File: src/rtl/integer_matrix_multiply_unit_assert.svh
// Assertion macros for the integer matrix multiply unit
`ifndef INTEGER_MATRIX_MULTIPLY_UNIT_ASSERT_SVH
`define INTEGER_MATRIX_MULTIPLY_UNIT_ASSERT_SVH
`ifndef ASSERT_OFF
`define IMM_ASSERT_IMPL(label, ante, cons, msg) \
  label: assert property (@(posedge clk) disable iff (rst) (ante) |-> (cons)) \
    else $error(msg);
`define IMM_ASSERT_NEXT(label, ante, cons, msg) \
  label: assert property (@(posedge clk) disable iff (rst) (ante) |=> (cons)) \
    else $error(msg);
`else
`define IMM_ASSERT_IMPL(label, ante, cons, msg)
`define IMM_ASSERT_NEXT(label, ante, cons, msg)
`endif
`endif

File: src/rtl/imm_pkg.sv
// Shared types, constants and the size clamp function of the integer matrix multiply unit
package imm_pkg;

  localparam int DIM_W       = 4;
  localparam int OUT_W       = 35;
  localparam int CFG_IDX_W   = 2;
  localparam int QUEUE_DEPTH = 2;
  localparam int QPTR_W      = $clog2(QUEUE_DEPTH);
  localparam int QCNT_W      = $clog2(QUEUE_DEPTH + 1);

  localparam logic [CFG_IDX_W-1:0] REG_ROWS_A    = 2'd0;
  localparam logic [CFG_IDX_W-1:0] REG_INNER_DIM = 2'd1;
  localparam logic [CFG_IDX_W-1:0] REG_COLS_B    = 2'd2;

  typedef struct packed {
    logic [DIM_W-1:0] rows_a;
    logic [DIM_W-1:0] inner_dim;
    logic [DIM_W-1:0] cols_b;
  } dims_t;

  typedef struct packed {
    logic full;
    logic empty;
  } queue_status_t;

  typedef struct packed {
    logic first;
    logic last_l;
    logic row_end;
    logic fin;
  } tag_t;

  typedef enum logic {
    BK_LOAD,
    BK_RUN
  } back_state_t;

  function automatic logic [DIM_W-1:0] clamp_size(input logic [DIM_W-1:0] v,
                                                  input logic [DIM_W-1:0] max_v);
    logic [DIM_W-1:0] r;
    if (v == '0) begin
      r = DIM_W'(1);
    end else if (v > max_v) begin
      r = max_v;
    end else begin
      r = v;
    end
    return r;
  endfunction

endpackage

File: src/rtl/imm_front.sv
// Front end: size registers, load position tracking and queue entry build
module imm_front #(
  parameter int MAX_DIM    = 8,
  parameter int ELEM_WIDTH = 16,
  parameter int IDX_W      = 3,
  parameter int ADDR_W     = 6,
  parameter int ENTRY_W    = 24
) (
  input  logic                            clk,
  input  logic                            rst,
  input  logic                            accept,
  input  logic signed [ELEM_WIDTH-1:0]    element,
  input  logic                            cfg_write,
  input  logic [imm_pkg::CFG_IDX_W-1:0]   cfg_index,
  input  logic [imm_pkg::DIM_W-1:0]       cfg_data,
  output imm_pkg::dims_t                  dims,
  output logic                            push,
  output logic [ENTRY_W-1:0]              push_data
);
  import imm_pkg::*;

  localparam logic [DIM_W-1:0] MAX_SIZE = DIM_W'(MAX_DIM);

  dims_t            dims_next;
  logic             phase_b;
  logic [IDX_W-1:0] row;
  logic [IDX_W-1:0] col;
  logic [DIM_W-1:0] row_lim;
  logic [DIM_W-1:0] col_lim;
  logic             col_wrap;
  logic             row_wrap;
  logic             cfg_hit;
  logic [ADDR_W-1:0] addr;

  always_comb begin
    dims_next = dims;
    cfg_hit   = 1'b0;
    if (cfg_write) begin
      case (cfg_index)
        REG_ROWS_A: begin
          dims_next.rows_a = clamp_size(cfg_data, MAX_SIZE);
          cfg_hit = 1'b1;
        end
        REG_INNER_DIM: begin
          dims_next.inner_dim = clamp_size(cfg_data, MAX_SIZE);
          cfg_hit = 1'b1;
        end
        REG_COLS_B: begin
          dims_next.cols_b = clamp_size(cfg_data, MAX_SIZE);
          cfg_hit = 1'b1;
        end
        default: begin
          cfg_hit = 1'b0;
        end
      endcase
    end
  end

  always_comb begin
    row_lim  = phase_b ? dims.inner_dim : dims.rows_a;
    col_lim  = phase_b ? dims.cols_b : dims.inner_dim;
    col_wrap = (DIM_W'(col) == col_lim - DIM_W'(1));
    row_wrap = (DIM_W'(row) == row_lim - DIM_W'(1));
    addr     = ADDR_W'(row) * ADDR_W'(MAX_DIM) + ADDR_W'(col);
  end

  assign push      = accept;
  assign push_data = {phase_b, phase_b & col_wrap & row_wrap, addr, element};

  always_ff @(posedge clk) begin
    if (rst) begin
      dims    <= '{rows_a: MAX_SIZE, inner_dim: MAX_SIZE, cols_b: MAX_SIZE};
      phase_b <= 1'b0;
      row     <= '0;
      col     <= '0;
    end else begin
      dims <= dims_next;
      if (cfg_hit) begin
        phase_b <= 1'b0;
        row     <= '0;
        col     <= '0;
      end else if (accept) begin
        if (col_wrap) begin
          col <= '0;
          if (row_wrap) begin
            row     <= '0;
            phase_b <= ~phase_b;
          end else begin
            row <= row + IDX_W'(1);
          end
        end else begin
          col <= col + IDX_W'(1);
        end
      end
    end
  end

endmodule

File: src/rtl/imm_queue.sv
// Short queue between front end and back end
module imm_queue #(
  parameter int DATA_W = 24
) (
  input  logic                   clk,
  input  logic                   rst,
  input  logic                   push,
  input  logic [DATA_W-1:0]      push_data,
  input  logic                   pop,
  output logic [DATA_W-1:0]      pop_data,
  output imm_pkg::queue_status_t status
);
  import imm_pkg::*;

  logic [DATA_W-1:0] slots [QUEUE_DEPTH];
  logic [QPTR_W-1:0] wr_ptr;
  logic [QPTR_W-1:0] rd_ptr;
  logic [QCNT_W-1:0] count;

  assign status.full  = (count == QCNT_W'(QUEUE_DEPTH));
  assign status.empty = (count == '0);
  assign pop_data     = slots[rd_ptr];

  always_ff @(posedge clk) begin
    if (push) begin
      slots[wr_ptr] <= push_data;
    end
  end

  always_ff @(posedge clk) begin
    if (rst) begin
      wr_ptr <= '0;
      rd_ptr <= '0;
      count  <= '0;
    end else begin
      if (push) begin
        wr_ptr <= (wr_ptr == QPTR_W'(QUEUE_DEPTH - 1)) ? '0 : wr_ptr + QPTR_W'(1);
      end
      if (pop) begin
        rd_ptr <= (rd_ptr == QPTR_W'(QUEUE_DEPTH - 1)) ? '0 : rd_ptr + QPTR_W'(1);
      end
      count <= count + QCNT_W'(push) - QCNT_W'(pop);
    end
  end

endmodule

File: src/rtl/imm_back.sv
// Back end: element stores, dot product sequencer and multiply-accumulate pipeline
module imm_back #(
  parameter int MAX_DIM    = 8,
  parameter int ELEM_WIDTH = 16,
  parameter int IDX_W      = 3,
  parameter int ADDR_W     = 6,
  parameter int ENTRY_W    = 24
) (
  input  logic                              clk,
  input  logic                              rst,
  input  imm_pkg::dims_t                    dims,
  input  imm_pkg::queue_status_t            q_status,
  input  logic [ENTRY_W-1:0]                q_data,
  output logic                              pop,
  output logic                              result_valid,
  output logic signed [imm_pkg::OUT_W-1:0]  product_entry,
  output logic                              row_end,
  output logic                              last
);
  import imm_pkg::*;

  localparam int DEPTH  = MAX_DIM * MAX_DIM;
  localparam int PROD_W = 2 * ELEM_WIDTH;

  logic [ELEM_WIDTH-1:0] mem_a [DEPTH];
  logic [ELEM_WIDTH-1:0] mem_b [DEPTH];

  back_state_t state;
  back_state_t state_next;

  logic                  e_is_b;
  logic                  e_last;
  logic [ADDR_W-1:0]     e_addr;
  logic [ELEM_WIDTH-1:0] e_elem;

  logic [IDX_W-1:0] j;
  logic [IDX_W-1:0] k;
  logic [IDX_W-1:0] l;
  logic             issue;
  logic             l_end;
  logic             k_end;
  logic             j_end;
  logic             issue_final;
  tag_t             tag0;
  logic [ADDR_W-1:0] a_addr;
  logic [ADDR_W-1:0] b_addr;

  logic                         v1;
  tag_t                         tag1;
  logic signed [ELEM_WIDTH-1:0] a_rd;
  logic signed [ELEM_WIDTH-1:0] b_rd;
  logic                         v2;
  tag_t                         tag2;
  logic signed [PROD_W-1:0]     prod;
  logic signed [OUT_W-1:0]      acc;
  logic signed [OUT_W-1:0]      acc_next;

  assign {e_is_b, e_last, e_addr, e_elem} = q_data;

  always_comb begin
    state_next = state;
    case (state)
      BK_LOAD: begin
        if (pop && e_last) begin
          state_next = BK_RUN;
        end
      end
      BK_RUN: begin
        if (issue_final) begin
          state_next = BK_LOAD;
        end
      end
      default: begin
        state_next = BK_LOAD;
      end
    endcase
  end

  always_comb begin
    pop   = 1'b0;
    issue = 1'b0;
    case (state)
      BK_LOAD: begin
        pop = ~q_status.empty;
      end
      BK_RUN: begin
        issue = 1'b1;
      end
      default: begin
        pop   = 1'b0;
        issue = 1'b0;
      end
    endcase
  end

  always_comb begin
    l_end        = (DIM_W'(l) == dims.inner_dim - DIM_W'(1));
    k_end        = (DIM_W'(k) == dims.cols_b - DIM_W'(1));
    j_end        = (DIM_W'(j) == dims.rows_a - DIM_W'(1));
    issue_final  = issue & l_end & k_end & j_end;
    tag0.first   = (l == '0);
    tag0.last_l  = l_end;
    tag0.row_end = k_end;
    tag0.fin     = k_end & j_end;
    a_addr       = ADDR_W'(j) * ADDR_W'(MAX_DIM) + ADDR_W'(l);
    b_addr       = ADDR_W'(l) * ADDR_W'(MAX_DIM) + ADDR_W'(k);
    acc_next     = (tag2.first ? '0 : acc) + OUT_W'(prod);
  end

  always_ff @(posedge clk) begin
    if (pop && !e_is_b) begin
      mem_a[e_addr] <= e_elem;
    end
    if (pop && e_is_b) begin
      mem_b[e_addr] <= e_elem;
    end
    a_rd <= mem_a[a_addr];
    b_rd <= mem_b[b_addr];
  end

  always_ff @(posedge clk) begin
    if (rst) begin
      state <= BK_LOAD;
      j     <= '0;
      k     <= '0;
      l     <= '0;
    end else begin
      state <= state_next;
      if (issue) begin
        if (l_end) begin
          l <= '0;
          if (k_end) begin
            k <= '0;
            j <= j_end ? '0 : j + IDX_W'(1);
          end else begin
            k <= k + IDX_W'(1);
          end
        end else begin
          l <= l + IDX_W'(1);
        end
      end
    end
  end

  always_ff @(posedge clk) begin
    if (rst) begin
      v1           <= 1'b0;
      v2           <= 1'b0;
      result_valid <= 1'b0;
    end else begin
      v1           <= issue;
      v2           <= v1;
      result_valid <= v2 & tag2.last_l;
    end
  end

  always_ff @(posedge clk) begin
    tag1 <= tag0;
    tag2 <= tag1;
    prod <= a_rd * b_rd;
    if (v2) begin
      acc <= acc_next;
    end
    if (v2 && tag2.last_l) begin
      product_entry <= acc_next;
      row_end       <= tag2.row_end;
      last          <= tag2.fin;
    end
  end

endmodule

File: src/rtl/integer_matrix_multiply_unit.sv
// Integer matrix multiply unit: top level
// Elements of A and then B are taken one per cycle while busy is low. The
// element that completes B starts the product: each entry accumulates inner_dim
// products on one shared multiply-accumulate pipe, one entry after another once
// the dot product sequencer starts. Entries leave in row-major order on
// result_valid, one cycle each, and cannot be held off. A two-item queue sits
// between the element front end and the compute back end; busy rises when it
// fills while a product is being computed. Size writes clamp 0 to 1 and values
// above MAX_DIM to MAX_DIM, and restart the load.
module integer_matrix_multiply_unit #(
  parameter int MAX_DIM    = 8,
  parameter int ELEM_WIDTH = 16
) (
  input  logic                              clk,
  input  logic                              rst,
  input  logic                              start,
  output logic                              busy,
  input  logic signed [ELEM_WIDTH-1:0]      element,
  output logic                              result_valid,
  output logic signed [imm_pkg::OUT_W-1:0]  product_entry,
  output logic                              row_end,
  output logic                              last,
  input  logic                              cfg_write,
  input  logic [imm_pkg::CFG_IDX_W-1:0]     cfg_index,
  input  logic [imm_pkg::DIM_W-1:0]         cfg_data
);
  import imm_pkg::*;

`include "integer_matrix_multiply_unit_assert.svh"

  localparam int IDX_W   = (MAX_DIM > 1) ? $clog2(MAX_DIM) : 1;
  localparam int ADDR_W  = (MAX_DIM > 1) ? $clog2(MAX_DIM * MAX_DIM) : 1;
  localparam int ENTRY_W = 2 + ADDR_W + ELEM_WIDTH;

  dims_t              dims;
  queue_status_t      q_status;
  logic               accept;
  logic               q_push;
  logic [ENTRY_W-1:0] q_push_data;
  logic               q_pop;
  logic [ENTRY_W-1:0] q_pop_data;

  assign busy   = q_status.full;
  assign accept = start & ~busy;

  imm_front #(
    .MAX_DIM    (MAX_DIM),
    .ELEM_WIDTH (ELEM_WIDTH),
    .IDX_W      (IDX_W),
    .ADDR_W     (ADDR_W),
    .ENTRY_W    (ENTRY_W)
  ) u_front (
    .clk       (clk),
    .rst       (rst),
    .accept    (accept),
    .element   (element),
    .cfg_write (cfg_write),
    .cfg_index (cfg_index),
    .cfg_data  (cfg_data),
    .dims      (dims),
    .push      (q_push),
    .push_data (q_push_data)
  );

  imm_queue #(
    .DATA_W (ENTRY_W)
  ) u_queue (
    .clk       (clk),
    .rst       (rst),
    .push      (q_push),
    .push_data (q_push_data),
    .pop       (q_pop),
    .pop_data  (q_pop_data),
    .status    (q_status)
  );

  imm_back #(
    .MAX_DIM    (MAX_DIM),
    .ELEM_WIDTH (ELEM_WIDTH),
    .IDX_W      (IDX_W),
    .ADDR_W     (ADDR_W),
    .ENTRY_W    (ENTRY_W)
  ) u_back (
    .clk           (clk),
    .rst           (rst),
    .dims          (dims),
    .q_status      (q_status),
    .q_data        (q_pop_data),
    .pop           (q_pop),
    .result_valid  (result_valid),
    .product_entry (product_entry),
    .row_end       (row_end),
    .last          (last)
  );

  `IMM_ASSERT_IMPL(a_last_ends_row, result_valid && last, row_end, "final item not a row end")
  `IMM_ASSERT_NEXT(a_gap_after_last, result_valid && last, !result_valid, "item after final item")
  `IMM_ASSERT_IMPL(a_pop_nonempty, q_pop, !q_status.empty, "queue popped while empty")

endmodule

File: config.mk
export PLATFORM = sky130hd
export DESIGN_NAME = integer_matrix_multiply_unit
export DESIGN_NICKNAME = d
export VERILOG_FILES = /design/src/rtl/imm_pkg.sv /design/src/rtl/imm_front.sv /design/src/rtl/imm_queue.sv /design/src/rtl/imm_back.sv /design/src/rtl/integer_matrix_multiply_unit.sv
export VERILOG_INCLUDE_DIRS = /design/src /design/src/rtl
export SDC_FILE = /design/constraint.sdc
export NUM_CORES = 2
export LEC_CHECK = 0
export ABC_AREA = 1
export BUFFER_PORTS_ARGS = -buffer_cell sky130_fd_sc_hd__buf_4
export CAP_MARGIN = 20
export CORE_UTILIZATION = 64
export CTS_CLUSTER_SIZE = 24
export DETAILED_ROUTE_END_ITERATION = 6
export GPL_ROUTABILITY_DRIVEN = 0
export PLACE_DENSITY_LB_ADDON = 0.1
export SLEW_MARGIN = 15
export SYNTH_ARGS = -nofsm -noshare
export SYNTH_HDL_FRONTEND = slang
export SYNTH_SLANG_ARGS = --single-unit
File: constraint.sdc
create_clock -name clk -period 8 [get_ports clk]
set_clock_uncertainty 0.15 [all_clocks]
set_input_delay 0.4 -clock clk [delete_from_list [all_inputs] [get_ports clk]]
set_output_delay 0.4 -clock clk [all_outputs]
set_load 0.05 [all_outputs]
==> reports/qor.tcl <==
set qor(finalCriticalPeriod_ps) 6200
set qor(ys_async_sr_fraction) 0
set qor(critical_path_peak_fanout) 16
set qor(top_level_ports) 65
set qor(grt_start_max_net_pins) 188
set qor(route.vias.total) 71300
set qor(post-route-period-util) 0.775
set qor(final_hold_vios) 0
set qor(post_cts_resized) 0
set qor(maxSlewViolCount) 0
set qor(finalSetupTns_ps) 0
set qor(holdCritPathClass) {primary input to flip-flop}
set qor(port_buffers) 64
set qor(detail_route.first_pass.iterations) 7
set qor(layout-drive-gt1-share) 0.0682
set qor(status) {complete, but fails checks}
set qor(timing.setup.critical_path_class) {flip-flop to flip-flop}
set qor(grt_pass1_wl_um) 419000
set qor(synth_area_per_cell_sq_um) 11.0
set qor(dr.first_iter.drc_count) 9871
set qor(ys.warnings.count) 0
set qor(n_fill_cell) 11200
set qor(post_synth_instance_area_sq_mm) 0.103
set qor(clk_root_buffer_cell) {clkbuf_16}
set qor(finalSetupViolCount) 0
set qor(grt_antenna_before_repair) 12
set qor(clock-sinks) 2277
set qor(cp.arrival_ps) 6830
set qor(synthFlopType) {edfxtp_1}
set qor(avgRoutedWirePerCell_um) 24.0
set qor(cts_buffer_count) 221
set qor(post-cts-setup-buffer-count) 0
set qor(core_sq_mm) 0.160
set qor(worstSkewPairLatency_ps) 890
set qor(max_freq_mhz) 161
set qor(cts.reportedPaths.clkPinSlew_ps) 70
set qor(max_cap_viol_count) 0
set qor(slowest_stage) {fa_1}
set qor(floorplan.rows) 147
set qor(overall_fraction_of_global_route_tracks_in_use) 0.344
set qor(timing_worst_slew_pin_value_ps) 1240
set qor(netlist-cell-type-count) 41
set qor(fin_nets) 9794
set qor(critical_path.endpoint_type) {flip-flop}
set qor(grt_remaining_overflow) 0
set qor(final.hold.worst_slack_ps) 108
set qor(routed_vias_inst) 6.08
set qor(critical_path.startpoint_type) {flip-flop}
set qor(cp_common_cell) {fa_1}
set qor(cts_max_level) 4
set qor(remaining_drc_errors) 12
set qor(crit_path_max_incr_delay_ps) 860
set qor(cts_hold_repair.buffers) 29
set qor(route.antenna.remaining_nets) 0
set qor(mappedNetlistNets) 9809
set qor(path_cells) {nand2_1, fa_1, inv_1, fa_1, fa_1, fa_1, fa_1, inv_1, fa_1, inv_1, ha_1, nand2_1, nor2_1, inv_1, nor2_1, and3_1, nand2_1, inv_1, nor2_1, nand2_1, nand2_1}
set qor(critPathRequiredTime_ps) 8630
set qor(floorplan_die_area_sq_mm) 0.163
set qor(cts_buffer_depth) 3
set qor(synthToLayoutAreaGrowth_pct) 9.58
set qor(drt_wl_total_um) 281000
set qor(grt_setup_unrepaired) {false}
set qor(synth-seq-cells) 2277
set qor(start_util) 0.645
set qor(failed_checks) {design-rule violations}
set qor(cts_tree) {done}
set qor(max_slew_margin) 0.175
set qor(synth_cells) 9391
set qor(post_synth_edffs) 2168
set qor(dp_worst_setup_slack_ps) 1890
set qor(die_w_um) 404
set qor(register_area_share_after_synthesis) 0.651
set qor(postLayoutSetupSlackWorst_ps) 1800
set qor(die_h_um) 404
set qor(dp_hpwl_um) 164000
set qor(number_of_global_route_vias_before_repair) 67600
==> final cells by class <==
class	instances	area, sq um	area share
multi-input combinational	5981	31400	0.278
antenna	1	2.50	0.0000221
timing repair buffer	289	2400	0.0212
sequential	2277	67300	0.594
inverter	606	2310	0.0204
tap	2160	2700	0.0239
clock inverter	102	1010	0.00896
clock buffer	313	6110	0.0539
==> state kept, by name, summed over array words and instances, names as in the netlist, 12 cells and up, named ones only <==
signal	cells
u_back.acc	35
u_front.dims	12
u_back.b_rd	16
u_back.prod	32
u_queue.slots	48
u_back.a_rd	16
u_back.product_entry	35
u_back.mem_b	1024
u_back.mem_a	1024
==> placed cells by master (no fill, tap or decap), types with 5 or more instances in the layout <==
| master | n |
|---|---|
| o21ai_1 | 6 |
| nor3_1 | 16 |
| bufinv_16 | 13 |
| inv_2 | 6 |
| clkinvlp_4 | 5 |
| or2_2 | 8 |
| buf_4 | 248 |
| clkinv_2 | 39 |
| dfxtp_4 | 6 |
| dlygate4sd3_1 | 29 |
| inv_8 | 6 |
| dfxtp_1 | 101 |
| clkbuf_16 | 224 |
| xnor2_1 | 16 |
| ha_1 | 129 |
| nand3b_1 | 6 |
| mux2_4 | 15 |
| nand3_1 | 1884 |
| a21oi_1 | 123 |
| clkinv_1 | 31 |
| o211ai_1 | 35 |
| inv_1 | 592 |
| nor2_2 | 25 |
| xor2_1 | 45 |
| and2_1 | 16 |
| nand4_1 | 20 |
| buf_12 | 11 |
| nor2_1 | 291 |
| o21ai_0 | 62 |
| o21bai_1 | 9 |
| nand2_1 | 2983 |
| edfxtp_1 | 2168 |
| clkbuf_1 | 72 |
| fa_1 | 263 |
| clkbuf_8 | 17 |
==> cells in the mapped netlist (14+ instances only) <==
master / count / share of area
nand2_1: 2985 / 0.11
edfxtp_1: 2168 / 0.63
nand3_1: 1884 / 0.091
inv_1: 596 / 0.022
buf_2: 319 / 0.015
nor2_1: 302 / 0.011
fa_1: 263 / 0.051
clkbuf_1: 135 / 0.0049
ha_1: 129 / 0.016
a21oi_1: 123 / 0.0060
dfxtp_1: 109 / 0.021
o21ai_0: 62 / 0.0030
buf_1: 45 / 0.0016
xor2_1: 45 / 0.0038
o211ai_1: 35 / 0.0025
buf_4: 26 / 0.0019
nand4_1: 20 / 0.0012
and2_1: 16 / 0.00097
mux2_2: 16 / 0.0017
nor3_1: 16 / 0.00077
xnor2_1: 16 / 0.0014
nor2_2: 14 / 0.00085
==> path summary, 6_finish.rpt <==
check | startpoint | to | slack [ps] | cells past startpoint
hold / removal | element[11] | u_queue.slots[0][11]$_DFFE_PP_ | 110 | 2
setup reg to reg | u_back.b_rd[4]$_DFF_P_ | u_back.prod[31]$_DFF_P_ | 1800 | 21
setup / recovery | u_back.b_rd[4]$_DFF_P_ | u_back.prod[31]$_DFF_P_ | 1800 | 21
hold reg to reg | u_back.tag1[3]$_DFF_P_ | u_back.tag2[3]$_DFF_P_ | 170 | 0
==> worst max-delay path, delay by kind of cell (launching register included) <==
| family | cells | cell delay, ps |
|---|---|---|
| adder cells (fa/ha/maj) | 7 | 3760 |
| buffers and inverters | 5 | 320 |
| flip-flops | 1 | 750 |
| AND/OR/NAND/NOR | 9 | 1150 |
==> cell families after synthesis <==
logic type | after synthesis | synth area share
flops | 2277 | 0.651
xor+xnor | 61 | 0.00517
compound gates | 247 | 0.0133
buf+inv | 1133 | 0.0461
simple gates | 5263 | 0.216
mux | 18 | 0.00194
fa+ha+maj | 392 | 0.0665
==> metal layers <==
metal / vias up / track usage / part of all wire
li1: 31900 / - / -
met1: 34500 / 0.482 / 0.38
met2: 4177 / 0.526 / 0.46
met3: 650 / 0.0639 / 0.11
met4: 12 / 0.167 / 0.052
met5: - / 0 / 0.00033
==> stage by stage <==
stage,instances,utilization,area [sq um]
6_report,11700,0.706,113000
3_3_place_gp,11300,0.660,106000
3_5_place_dp,11300,0.660,106000
4_1_cts,11700,0.706,113000
2_1_floorplan,9391,-,103000
5_1_grt,11700,0.706,113000
Power is left out: the tool's default activity adds up to more than one toggle a clock period on the data nets, which glitch-free logic cannot reach.
